<file path="config.mk">
export PLATFORM = sky130hd
export DESIGN_NAME = msb_first_bit_reader
export DESIGN_NICKNAME = d
export VERILOG_FILES = /design/src/mfbr_pkg.sv /design/src/mfbr_front.sv /design/src/mfbr_back.sv /design/src/mfbr_resq.sv /design/src/msb_first_bit_reader.sv
export VERILOG_INCLUDE_DIRS = /design/src /design/src/src
export SDC_FILE = /design/constraint.sdc
export NUM_CORES = 2
export LEC_CHECK = 0
export BUFFER_PORTS_ARGS = -buffer_cell sky130_fd_sc_hd__buf_2
export CAP_MARGIN = 5
export CORE_MARGIN = 5
export CORE_UTILIZATION = 56
export CTS_CLUSTER_SIZE = 8
export DETAILED_ROUTE_END_ITERATION = 12
export HOLD_SLACK_MARGIN = 0.03
export PLACE_DENSITY = 0.72
export SYNTH_ARGS = -nofsm -noshare
export SYNTH_HDL_FRONTEND = slang
export SYNTH_HIERARCHICAL = 1
export SYNTH_SLANG_ARGS = --single-unit
</file>
<file path="constraint.sdc">
create_clock -name clk -period 23 [get_ports clk]
set_clock_uncertainty 0.05 [all_clocks]
set_input_delay 4.6 -clock clk [delete_from_list [all_inputs] [get_ports clk]]
set_output_delay 4.6 -clock clk [all_outputs]
set_load 0.02 [all_outputs]
</file>
<file path="src/msb_first_bit_reader_defines.svh">
// Assertion macros for the MSB-first bit reader.
// Each module that uses them has clk and arst_n in scope.
`ifndef MSB_FIRST_BIT_READER_DEFINES_SVH
`define MSB_FIRST_BIT_READER_DEFINES_SVH

// same-cycle implication, off during reset
`define MFBR_ASSERT_IMP(lbl, ante, cons) \
	lbl: assert property (@(posedge clk) disable iff (!arst_n) (ante) |-> (cons)) \
		else $error("mfbr assertion failed");

// next-cycle implication, off during reset
`define MFBR_ASSERT_NEXT(lbl, ante, cons) \
	lbl: assert property (@(posedge clk) disable iff (!arst_n) (ante) |=> (cons)) \
		else $error("mfbr assertion failed");

`endif

</file>
<file path="src/mfbr_pkg.sv">
// Shared types and constants of the MSB-first bit reader.
// No dependencies; imported by every module of the block.
`default_nettype none

package mfbr_pkg;

	localparam int STORE_BYTES_DEF  = 64;
	localparam int MAX_GET_BITS_DEF = 64;
	localparam int BANK_BITS        = 4;
	localparam int NBANK            = 1 << BANK_BITS;
	localparam int CQ_DEPTH         = 2;
	localparam int RQ_DEPTH         = 4;
	localparam int RQ_CBITS         = $clog2(RQ_DEPTH + 1);

	typedef enum logic [1:0] {
		CMD_PUSH    = 2'd0,
		CMD_GET     = 2'd1,
		CMD_SKIP    = 2'd2,
		CMD_RESTART = 2'd3
	} cmd_t;

	typedef struct packed {
		cmd_t        op;
		logic [7:0]  data;
		logic [11:0] amount;
	} item_t;

	typedef struct packed {
		logic [63:0] value;
		logic [6:0]  got;
		logic [9:0]  remaining;
		logic        shortage;
		logic        accepted;
	} result_t;

endpackage

`default_nettype wire

</file>
<file path="src/mfbr_front.sv">
// Front part: accepts beats, classifies the command, saturates get counts
// and holds them in a short command queue. Depends on mfbr_pkg.
`default_nettype none
`include "msb_first_bit_reader_defines.svh"

module mfbr_front import mfbr_pkg::*; #(
	parameter int MAX_GET_BITS = MAX_GET_BITS_DEF
) (
	input  logic        clk,
	input  logic        arst_n,
	input  logic        push,
	output logic        full,
	input  logic [1:0]  cmd,
	input  logic [7:0]  data_byte,
	input  logic [11:0] count,
	output logic        item_valid,
	output item_t       item,
	input  logic        item_pop
);

	localparam int PBITS = $clog2(CQ_DEPTH);

	item_t            ent_q [CQ_DEPTH];
	logic [PBITS-1:0] wr_ptr_q;
	logic [PBITS-1:0] rd_ptr_q;
	logic [PBITS:0]   cnt_q;
	item_t            cls;
	logic             take;

	always_comb begin
		cls.op     = cmd_t'(cmd);
		cls.data   = data_byte;
		cls.amount = count;
		if (cls.op == CMD_GET && count > 12'(MAX_GET_BITS)) begin
			cls.amount = 12'(MAX_GET_BITS);
		end
	end

	assign full       = (cnt_q == (PBITS+1)'(CQ_DEPTH));
	assign take       = push && !full;
	assign item_valid = (cnt_q != '0);
	assign item       = ent_q[rd_ptr_q];

	always_ff @(posedge clk or negedge arst_n) begin
		if (!arst_n) begin
			wr_ptr_q <= '0;
			rd_ptr_q <= '0;
			cnt_q    <= '0;
		end else begin
			if (take) begin
				wr_ptr_q <= wr_ptr_q + PBITS'(1);
			end
			if (item_pop) begin
				rd_ptr_q <= rd_ptr_q + PBITS'(1);
			end
			if (take && !item_pop) begin
				cnt_q <= cnt_q + (PBITS+1)'(1);
			end else if (!take && item_pop) begin
				cnt_q <= cnt_q - (PBITS+1)'(1);
			end
		end
	end

	always_ff @(posedge clk) begin
		if (take) begin
			ent_q[wr_ptr_q] <= cls;
		end
	end

	`MFBR_ASSERT_IMP(a_pop_needs_item, item_pop, cnt_q != '0)

endmodule

`default_nettype wire

</file>
<file path="src/mfbr_back.sv">
// Back part: read position state, banked byte store and bit extraction.
// Executes one command a cycle while result credit allows; depends on mfbr_pkg.
`default_nettype none
`include "msb_first_bit_reader_defines.svh"

module mfbr_back import mfbr_pkg::*; #(
	parameter int STORE_BYTES  = STORE_BYTES_DEF,
	parameter int MAX_GET_BITS = MAX_GET_BITS_DEF
) (
	input  logic                clk,
	input  logic                arst_n,
	input  logic                item_valid,
	input  item_t               item,
	output logic                item_pop,
	input  logic [RQ_CBITS-1:0] rq_cnt,
	output logic                res_valid,
	output result_t             res
);

	localparam int ABITS     = (STORE_BYTES > 32) ? $clog2(STORE_BYTES) : 5;
	localparam int RBITS     = ABITS - BANK_BITS;
	localparam int ROWS      = 1 << RBITS;
	localparam int CBITS     = $clog2(STORE_BYTES + 1);
	localparam int AVBITS    = CBITS + 3;
	localparam int CW        = (AVBITS > 12) ? AVBITS : 12;
	localparam int WIN_BYTES = (MAX_GET_BITS + 14) / 8;
	localparam int WBITS     = WIN_BYTES * 8;
	localparam int SHBITS    = $clog2(WBITS + 1);

	logic [ABITS-1:0]     head_q;
	logic [CBITS-1:0]     cnt_q;
	logic [2:0]           off_q;
	logic                 short_q;

	logic                 fire;
	logic [AVBITS-1:0]    avail;
	logic [CW-1:0]        amt_w;
	logic [CW-1:0]        avail_w;
	logic                 lack;
	logic [CW-1:0]        take;
	logic [CW:0]          total;
	logic [CW-3:0]        adv;
	logic                 store_full;
	logic [ABITS-1:0]     wr_addr;
	logic                 we;
	logic                 rd_en;

	logic [ABITS-1:0]     head_n;
	logic [CBITS-1:0]     cnt_n;
	logic [2:0]           off_n;
	logic                 short_n;
	logic                 acc_n;
	logic [6:0]           got_n;
	logic [AVBITS-1:0]    av_n;
	logic [SHBITS-1:0]    sh_n;

	logic                 valid_s2;
	logic [BANK_BITS-1:0] hlo_s2;
	logic [SHBITS-1:0]    sh_s2;
	logic [6:0]           got_s2;
	logic [9:0]           rem_s2;
	logic                 short_s2;
	logic                 acc_s2;
	logic [7:0]           rd_data_s2 [NBANK];
	logic [WBITS-1:0]     win;

	assign fire = item_valid &&
		((RQ_CBITS+1)'(rq_cnt) + (RQ_CBITS+1)'(valid_s2) < (RQ_CBITS+1)'(RQ_DEPTH));
	assign item_pop = fire;

	assign avail      = {cnt_q, 3'b000} - AVBITS'(off_q);
	assign amt_w      = CW'(item.amount);
	assign avail_w    = CW'(avail);
	assign lack       = (amt_w > avail_w);
	assign take       = lack ? avail_w : amt_w;
	assign total      = (CW+1)'(off_q) + (CW+1)'(take);
	assign adv        = total[CW:3];
	assign store_full = (cnt_q == CBITS'(STORE_BYTES));
	assign wr_addr    = head_q + ABITS'(cnt_q);
	assign we         = fire && item.op == CMD_PUSH && !store_full;
	assign rd_en      = fire && item.op == CMD_GET;

	always_comb begin
		head_n  = head_q;
		cnt_n   = cnt_q;
		off_n   = off_q;
		short_n = short_q;
		acc_n   = 1'b1;
		got_n   = '0;
		case (item.op)
			CMD_PUSH: begin
				if (store_full) begin
					acc_n = 1'b0;
				end else begin
					cnt_n = cnt_q + CBITS'(1);
				end
			end
			CMD_GET: begin
				head_n  = head_q + ABITS'(adv);
				cnt_n   = cnt_q - CBITS'(adv);
				off_n   = total[2:0];
				short_n = short_q | lack;
				got_n   = 7'(take);
			end
			CMD_SKIP: begin
				head_n  = head_q + ABITS'(adv);
				cnt_n   = cnt_q - CBITS'(adv);
				off_n   = total[2:0];
				short_n = short_q | lack;
			end
			CMD_RESTART: begin
				head_n  = '0;
				cnt_n   = '0;
				off_n   = '0;
				short_n = 1'b0;
			end
			default: begin
				acc_n = 1'b1;
			end
		endcase
	end

	assign av_n = {cnt_n, 3'b000} - AVBITS'(off_n);
	assign sh_n = SHBITS'(WBITS) - SHBITS'(off_q) - SHBITS'(got_n);

	always_ff @(posedge clk or negedge arst_n) begin
		if (!arst_n) begin
			head_q   <= '0;
			cnt_q    <= '0;
			off_q    <= '0;
			short_q  <= 1'b0;
			valid_s2 <= 1'b0;
		end else begin
			valid_s2 <= fire;
			if (fire) begin
				head_q  <= head_n;
				cnt_q   <= cnt_n;
				off_q   <= off_n;
				short_q <= short_n;
			end
		end
	end

	always_ff @(posedge clk) begin
		if (fire) begin
			hlo_s2   <= head_q[BANK_BITS-1:0];
			sh_s2    <= sh_n;
			got_s2   <= got_n;
			rem_s2   <= 10'(av_n);
			short_s2 <= short_n;
			acc_s2   <= acc_n;
		end
	end

	for (genvar b = 0; b < NBANK; b++) begin : g_bank
		logic [7:0]       mem_q [ROWS];
		logic [RBITS-1:0] rd_row;

		assign rd_row = head_q[ABITS-1:BANK_BITS] +
			RBITS'(BANK_BITS'(b) < head_q[BANK_BITS-1:0]);

		always_ff @(posedge clk) begin
			if (we && wr_addr[BANK_BITS-1:0] == BANK_BITS'(b)) begin
				mem_q[wr_addr[ABITS-1:BANK_BITS]] <= item.data;
			end
			if (rd_en) begin
				rd_data_s2[b] <= mem_q[rd_row];
			end
		end
	end

	always_comb begin
		for (int j = 0; j < WIN_BYTES; j++) begin
			win[WBITS-1-8*j -: 8] = rd_data_s2[BANK_BITS'(hlo_s2 + BANK_BITS'(j))];
		end
	end

	assign res_valid     = valid_s2;
	assign res.value     = 64'(win >> sh_s2) & ~({64{1'b1}} << got_s2);
	assign res.got       = got_s2;
	assign res.remaining = rem_s2;
	assign res.shortage  = short_s2;
	assign res.accepted  = acc_s2;

	`MFBR_ASSERT_IMP(a_cnt_bound, 1'b1, cnt_q <= CBITS'(STORE_BYTES))
	`MFBR_ASSERT_IMP(a_empty_aligned, cnt_q == '0, off_q == 3'd0)
	`MFBR_ASSERT_NEXT(a_restart_clears, fire && item.op == CMD_RESTART, cnt_q == '0 && !short_q)

endmodule

`default_nettype wire

</file>
<file path="src/mfbr_resq.sv">
// Result queue: holds finished result beats until the receiver pops them.
// Reports its fill level to the back part as credit. Depends on mfbr_pkg.
`default_nettype none
`include "msb_first_bit_reader_defines.svh"

module mfbr_resq import mfbr_pkg::*; (
	input  logic                clk,
	input  logic                arst_n,
	input  logic                wr,
	input  result_t             wdata,
	output logic [RQ_CBITS-1:0] level,
	output logic                empty,
	input  logic                pop,
	output result_t             rdata
);

	localparam int PBITS = $clog2(RQ_DEPTH);

	result_t             ent_q [RQ_DEPTH];
	logic [PBITS-1:0]    wr_ptr_q;
	logic [PBITS-1:0]    rd_ptr_q;
	logic [RQ_CBITS-1:0] cnt_q;
	logic                rd;

	assign empty = (cnt_q == '0);
	assign rd    = pop && !empty;
	assign level = cnt_q;
	assign rdata = ent_q[rd_ptr_q];

	always_ff @(posedge clk or negedge arst_n) begin
		if (!arst_n) begin
			wr_ptr_q <= '0;
			rd_ptr_q <= '0;
			cnt_q    <= '0;
		end else begin
			if (wr) begin
				wr_ptr_q <= wr_ptr_q + PBITS'(1);
			end
			if (rd) begin
				rd_ptr_q <= rd_ptr_q + PBITS'(1);
			end
			if (wr && !rd) begin
				cnt_q <= cnt_q + RQ_CBITS'(1);
			end else if (!wr && rd) begin
				cnt_q <= cnt_q - RQ_CBITS'(1);
			end
		end
	end

	always_ff @(posedge clk) begin
		if (wr) begin
			ent_q[wr_ptr_q] <= wdata;
		end
	end

	`MFBR_ASSERT_IMP(a_no_overflow, wr, cnt_q < RQ_CBITS'(RQ_DEPTH))

endmodule

`default_nettype wire

</file>
<file path="src/msb_first_bit_reader.sv">
// MSB-first bit reader, top level: front classifier, back executor, result queue.
// Depends on mfbr_pkg, mfbr_front, mfbr_back and mfbr_resq.
//
// Usage: the command side is a queue write port (push, full); one beat carries
// cmd, data_byte and count. cmd pushes a byte, gets up to MAX_GET_BITS bits
// (64 by default) MSB-first, skips bits or restarts the stream. The result
// side is a queue read port (empty, pop); every command gives exactly one
// result beat, in order. A command passes the command queue, the back part's
// registers and the result queue. Throughput: one command per cycle while
// the result queue has room; a get reads one row from each of the sixteen
// byte banks of the store at once and registers the next position with it.
// Reset: the store is empty, position and shortage flag clear, both queues
// empty. The store needs no clearing pass.
// Stall: while pop is low, results collect in a four-beat queue; the back
// part then holds, the two-beat command queue fills and full rises.
`default_nettype none

module msb_first_bit_reader import mfbr_pkg::*; #(
	parameter int STORE_BYTES  = STORE_BYTES_DEF,
	parameter int MAX_GET_BITS = MAX_GET_BITS_DEF
) (
	input  logic        clk,
	input  logic        arst_n,
	input  logic        push,
	output logic        full,
	input  logic [1:0]  cmd,
	input  logic [7:0]  data_byte,
	input  logic [11:0] count,
	output logic        empty,
	input  logic        pop,
	output logic [63:0] bits_value,
	output logic [6:0]  bits_got,
	output logic [9:0]  bits_remaining,
	output logic        shortage,
	output logic        accepted
);

	logic                item_valid;
	item_t               item;
	logic                item_pop;
	logic [RQ_CBITS-1:0] rq_level;
	logic                res_valid;
	result_t             res;
	result_t             rq_data;

	mfbr_front #(
		.MAX_GET_BITS(MAX_GET_BITS)
	) u_front (
		.clk        (clk),
		.arst_n     (arst_n),
		.push       (push),
		.full       (full),
		.cmd        (cmd),
		.data_byte  (data_byte),
		.count      (count),
		.item_valid (item_valid),
		.item       (item),
		.item_pop   (item_pop)
	);

	mfbr_back #(
		.STORE_BYTES  (STORE_BYTES),
		.MAX_GET_BITS (MAX_GET_BITS)
	) u_back (
		.clk        (clk),
		.arst_n     (arst_n),
		.item_valid (item_valid),
		.item       (item),
		.item_pop   (item_pop),
		.rq_cnt     (rq_level),
		.res_valid  (res_valid),
		.res        (res)
	);

	mfbr_resq u_resq (
		.clk    (clk),
		.arst_n (arst_n),
		.wr     (res_valid),
		.wdata  (res),
		.level  (rq_level),
		.empty  (empty),
		.pop    (pop),
		.rdata  (rq_data)
	);

	assign bits_value     = rq_data.value;
	assign bits_got       = rq_data.got;
	assign bits_remaining = rq_data.remaining;
	assign shortage       = rq_data.shortage;
	assign accepted       = rq_data.accepted;

endmodule

`default_nettype wire
</file>
# After elaboration in Yosys (flattened, before gate mapping)
# Memories as Yosys holds them, arrays and structs flattened. A register that Yosys moved wholly into a read port is not among the register bits.
# Index checks and enable logic that the tools add are counted.
[classes]
addsub = 42
magnitude_cmp = 19
eq_ne = 21
shift = 2
muxes = 52
bitwise_logic = 3
n_reduce_logical = 43
[ops]
columns = ["op", "n"]
rows = [
  [">> shifter 72 x 7 -> 64 bit", 1],
  ["bitwise AND 64 bit", 1],
  ["inverter 64 bit", 1],
  ["<< shifter 64 x 7 -> 64 bit (first input constant)", 1],
  ["2-to-1 mux 1 bit", 39],
  ["adder 2 x 1 -> 2 bit", 16],
  ["equality test 4 bit (second input constant)", 8],
  ["< comparator 4 bit (first input constant)", 8],
  ["logical AND 1 bit", 27],
  ["one-hot mux 7 bit (3 select lines)", 1],
  ["subtractor 10 x 3 -> 10 bit", 2],
  ["adder 4 x 3 -> 4 bit (second input constant)", 4],
  ["equality test 4 x 3 -> 1 bit (second input constant)", 4],
  ["< comparator 3 x 4 -> 1 bit (first input constant)", 4],
  ["2-to-1 mux 7 bit", 2],
  ["subtractor 7 bit", 2],
  ["adder 6 bit", 2],
  ["greater-than comparator 12 x 10 -> 1 bit", 1],
  ["greater-than comparator 12 x 7 -> 1 bit (second input constant)", 1],
  ["2-to-1 mux 12 bit", 1],
  ["one-hot mux 6 bit (2 select lines)", 1],
  ["adder 3 x 10 -> 10 bit", 1],
  ["2-to-1 mux 10 bit", 1],
  ["adder 4 x 2 -> 4 bit (second input constant)", 2],
  ["other kinds (31)", 51],
]
[totals]
ff_bits = 59
mem_bits_rw = 1016
input_bits = 26
word_cells = 218
memories = 19
[mem_list]
columns = ["memory", "depth", "width", "read_ports", "rd_ports_with_merged_regs", "write_ports", "line_no", "text"]
rows = [
  ["u_resq.ent_q", 4, 83, 1, 0, 1, "mfbr_resq.sv:19", "result_t ent_q [RQ_DEPTH];"],
  ["u_back.rd_data_s2", 16, 8, 9, 1, 16, "mfbr_back.sv:64", "logic [7:0] rd_data_s2 [NBANK];"],
  ["u_front.ent_q", 2, 22, 1, 0, 1, "mfbr_front.sv:23", "item_t ent_q [CQ_DEPTH];"],
  ["u_back.g_bank[0].mem_q", 4, 8, 1, 0, 1, "mfbr_back.sv:156", "logic [7:0] mem_q [ROWS];"],
  ["u_back.g_bank[10].mem_q", 4, 8, 1, 0, 1, "mfbr_back.sv:156", ""],
  ["u_back.g_bank[11].mem_q", 4, 8, 1, 0, 1, "mfbr_back.sv:156", ""],
  ["+13 memories", "-", "-", "-", "-", "-", "-", ""],
]

# Longest topological paths before layout
[logic_depth]
ltp_word = 8
depth_mapped = 35

# Hierarchy
# Netlist, hierarchy kept.
[modules_own_cells]
columns = ["module", "n_inst", "cells_per_inst", "area_per_inst_um2", "seq_area_each_um2"]
rows = [
  ["mfbr_back", 1, 2843, 40144.8, 20649.8],
  ["mfbr_resq", 1, 468, 12424.4, 10144.7],
  ["mfbr_front", 1, 104, 1906.8, 1421.4],
]

# Worst setup path before layout
# OpenSTA, ideal clock, no wires.
[synth_timing]
path_type = "register to register"
startpoint = "reg u_back.off_q[1]"
endpoint = "reg u_back.rem_s2[9] (data pin)"
setup_time_ps = 262
arrival_time_ps = 6998
path_slack_ps = 15690
stages_incl_launch_ff = 34
path_buffers = 1
period_less_slack_ps = 7310
path_cell_list = "dfrtp_1 > inv_1 > ha_1 > nor2b_1 > or3_1 > nor4_1 > xor2_1 > inv_1 > ha_1 > nand2_1 > or4_1 > o211ai_1 > and2_0 > clkbuf_1 > mux2_2 > ha_1 > a21o_1 > a21oi_1 > nor3_1 > nand3_1 > nand2_1 > xnor2_1 > inv_1 > ha_1 > nor2b_1 > o21ai_0 > a21boi_0 > o21a_1 > o21a_1 > o211ai_1 > nand2_1 > or4b_2 > a32oi_1 > xnor2_1"
[synth_between]
elab_chain_len = 7
word_cells_on_any_way = 8
classes_between = "4 x add/sub; 1 x order compare; 3 x mux"
[synth_rtl]
columns = ["element", "line_no", "text"]
rows = [
  ["start: declaration", "mfbr_back.sv:32", "logic [2:0] off_q;"],
  ["start signal: assignment", "mfbr_back.sv:138", "off_q <= off_n;"],
  ["subtractor 10 x 3 -> 10 bit", "mfbr_back.sv:71", "assign avail = {cnt_q, 3'b000} - AVBITS'(off_q);"],
  ["greater-than comparator 12 x 10 -> 1 bit", "mfbr_back.sv:74", "assign lack = (amt_w > avail_w);"],
  ["2-to-1 mux 10 bit", "mfbr_back.sv:75", "assign take = lack ? avail_w : amt_w;"],
  ["adder 3 x 10 -> 10 bit", "mfbr_back.sv:76", "assign total = (CW+1)'(off_q) + (CW+1)'(take);"],
  ["subtractor 7 bit", "mfbr_back.sv:100, mfbr_back.sv:107", ""],
  ["one-hot mux 7 bit (3 select lines)", "mfbr_back.sv:90", "case (item.op)"],
  ["subtractor 10 x 3 -> 10 bit *", "mfbr_back.sv:123", "assign av_n = {cnt_n, 3'b000} - AVBITS'(off_n);"],
  ["via u_back.av_n[9]", "mfbr_back.sv:54", "logic [AVBITS-1:0] av_n;"],
  ["end signal: assignment", "mfbr_back.sv:149", "rem_s2 <= 10'(av_n);"],
  ["end: declaration", "mfbr_back.sv:61", "logic [9:0] rem_s2;"],
]
# Mark *: on every way through the listed nets, which the timed path passes. The rest lies on a longest branch.
# A chain may end at the register's enable or synchronous reset.

# Worst setup path after layout
# Ends and elaborated chain as after synthesis.

==> flow_metrics.tcl <==
set metrics [dict create \
    final_common_cell "edfxtp_1" \
    fmax_mhz 113 \
    ys_seq_elements 1079 \
    chipWidth_microns 322 \
    crit_family "simple AND/OR/NAND/NOR gates" \
    vias 33486 \
    clock-sinks 1079 \
    wire_per_inst_microns 32.2 \
    cp_num_buf_inv 3 \
    post_cts_buffers 0 \
    synthesis.nets 3522 \
    clk_pin_slew_ps 50 \
    io_pins 111 \
    die_h_microns 322 \
    hold_depth 1 \
    antenna_found_initial 2 \
    grt_overflow 0 \
    synth_area_sq_mm 0.0545 \
    met2_usage_pct 47.6 \
    gr-usage-met1_pct 40.2 \
    seqCellArea_sq_mm 0.0322 \
    rows 114 \
    hold_viol_final 0 \
    hp-start "u_resq/level[2]" \
    synth_cells 3415 \
    cp_common_cell "ha_1" \
    clockBufferDepth 3 \
    finalWeightedCongestion 1.02 \
    synth_area_per_cell_sq_um 16.0 \
    crit_type "register to register" \
    final_cell_mix "1046 x edfxtp_1, 377 x mux4_2, 244 x mux2i_1, 220 x nand2_1, 213 x nor2_1" \
    start_kind "register" \
    cts_tree "done" \
    hold_ws_ps 439 \
    use_met3_pct 6.11 \
    hold_buffers 0 \
    hpwl_mm 108 \
    first_global_vias 33947 \
    synth-edff-count 1046 \
    cp.required_ps 23450 \
    drc 0 \
    antenna_left 0 \
    rrSetupSlack_ps 14150 \
    r2r-start "u_back/off_q[1]" \
    die-area_sq_mm 0.104 \
    r2r-end "u_back/rem_s2[9]" \
    seq_area_frac_synth_pct 59.1 \
    grt_pass1_wl_mm 231 \
    synth_ff_type "edfxtp_1" \
    synth_cell_types 92 \
    grt_max_degree 127 \
    track_usage_pct 30.3 \
    post_cts_resized 0 \
    multiInputGateArea_sq_mm 0.0208 \
    viasPerCell 6.90 \
    io_buffers 110 \
    synth_top_area_share_pct 57.7 \
    cp.arrival_ps 9300 \
    clkLatencyLatePin_ps 790 \
    fillers 6750 \
    worst_pin_slew_ps 1200 \
    drive_gt1_share_pct 24.7 \
    yosys_warnings 6 \
    crit_slowest_cell "o211ai_1" \
    num_antenna_cells 0 \
    fin_crit_ps 8850 \
    status "finished, final reports clean" \
    slew_viol_final 0 \
    cts_made_buffers 154 \
    wirelength_mm 156 \
    clockRootBuffer "clkbuf_16" \
    htreeDepth 4 \
    post-route-period-util_pct 38.5 \
    first_pass_iters 6 \
    synthTopCellsByArea "edfxtp_1 58%, mux4_2 16%, mux2i_1 4.5%, mux2_2 2.2%, ha_1 1.7%" \
    end_kind "register" \
    worstHoldEndpoint "u_resq/level[2]" \
    max_stage_delay_ps 730 \
    nNetsFinal 3645 \
    start_util_pct 56.4 \
    syn_to_final_growth_pct 10.6 \
    slew-limit-headroom_pct 17.8 \
    finalSetupTns_ps 0 \
    min_path_type "register to register" \
    yosysTopAreaCell "edfxtp_1" \
    drt_iter0_markers 4312 \
    maxCapViolCount 0 \
    r2r.worst_path.cells 32 \
    crit_fanout 14 \
    grt_setup_unrepaired "no" \
    grt.busiest_layer "met2" \
    core_area_sq_mm 0.0966 \
    setup_viol_count_final 0 \
    synthArstFlopShare_pct 2.69 \
]
## worst max path at each step
stage / slack [ps] / cells after the start / endpoint / from
after floorplan: 15690 / 33 / u_back/rem_s2[9] / u_back/off_q[1]
after global placement: 14260 / 32 / u_back/rem_s2[9] / u_back/off_q[1]
after detailed placement: 14250 / 32 / u_back/rem_s2[9] / u_back/off_q[1]
after CTS: 14210 / 32 / u_back/rem_s2[9] / u_back/off_q[1]
after global routing: 13590 / 32 / u_back/rem_s2[9] / u_back/off_q[1]
final: 14150 / 32 / u_back/rem_s2[9] / u_back/off_q[1]
## cells in the mapped netlist (7+ instances only)
library cell / count
dfrtp_1: 29
or3_1: 12
and3_1: 22
buf_2: 37
a211oi_1: 28
a32oi_1: 8
nor3_1: 48
nor2_1: 214
inv_1: 62
buf_1: 30
mux4_1: 19
a21o_1: 16
clkbuf_8: 14
a22o_1: 16
a221oi_1: 13
and2_1: 25
nand2b_1: 22
nor4_1: 12
o21a_1: 11
edfxtp_1: 1046
mux4_2: 377
o211ai_1: 15
ha_1: 75
a211o_1: 7
nand2_1: 220
mux2_2: 108
a22oi_1: 41
a21oi_1: 86
or2_2: 10
nor2b_1: 22
nand3_1: 60
o22ai_1: 24
nand4_1: 9
buf_12: 7
o21ai_0: 87
buf_6: 15
mux2i_1: 244
xor2_1: 45
a31oi_1: 13
clkbuf_1: 84
buf_4: 23
xnor2_1: 39
## routing by layer
layer	wire length [microns]	vias to the layer above
met3	13000	489
met2	73500	1982
met1	59400	17025
met4	10200	4
met5	15	-
li1	-	13986
## final cells by class
| cell class | count | share of cell area [%] |
|---|---|---|
| Sequential cell | 1079 | 53.5 |
| Tap cell | 1276 | 2.65 |
| Multi-Input combinational cell | 2058 | 34.5 |
| Clock inverter | 19 | 0.613 |
| Inverter | 67 | 0.417 |
| Clock buffer | 176 | 6.53 |
| Timing Repair Buffer | 178 | 1.78 |
## sequential cells by signal (all words and copies together) (netlist names), 6 cells and up, named ones only
register and flops:
u_back/rem_s2 10, u_back/got_s2 7, u_back/cnt_q 7, u_back/sh_s2 7
u_front/ent_q 44, u_resq/ent_q 332, u_back/head_q 6, u_back/rd_data_s2 128
u_back/g_bank.mem_q 512
## cells by family after synthesis
family | synth area share [%]
flops | 59.1
mux | 23.2
simple gates | 5.84
compound gates | 5.54
buf+inv | 2.84
xor+xnor | 1.45
fa+ha+maj | 1.94
## worst register-to-register path, delay by kind of cell, from the launching register on
family	cells	cell delay, ps
fa+ha+maj	4	1080
mux	1	460
flops	1	480
simple gates	12	3170
xor+xnor	3	540
buf+inv	3	230
compound gates	9	2560
## metrics by stage
stage          util, %  instance area (sq um)  cells  setup WS, ps
4_1_cts           62.4                  60200   4853         14210
3_5_place_dp      57.9                  55900   4658         14250
2_1_floorplan        -                  54500   3415         15690
3_3_place_gp      57.9                  55900   4658         14260
6_report          62.4                  60200   4853         14150
5_1_grt           62.4                  60200   4853         13590
Power is left out: the tool's default activity adds up to more than one toggle a clock period on the data nets, which glitch-free logic cannot reach.
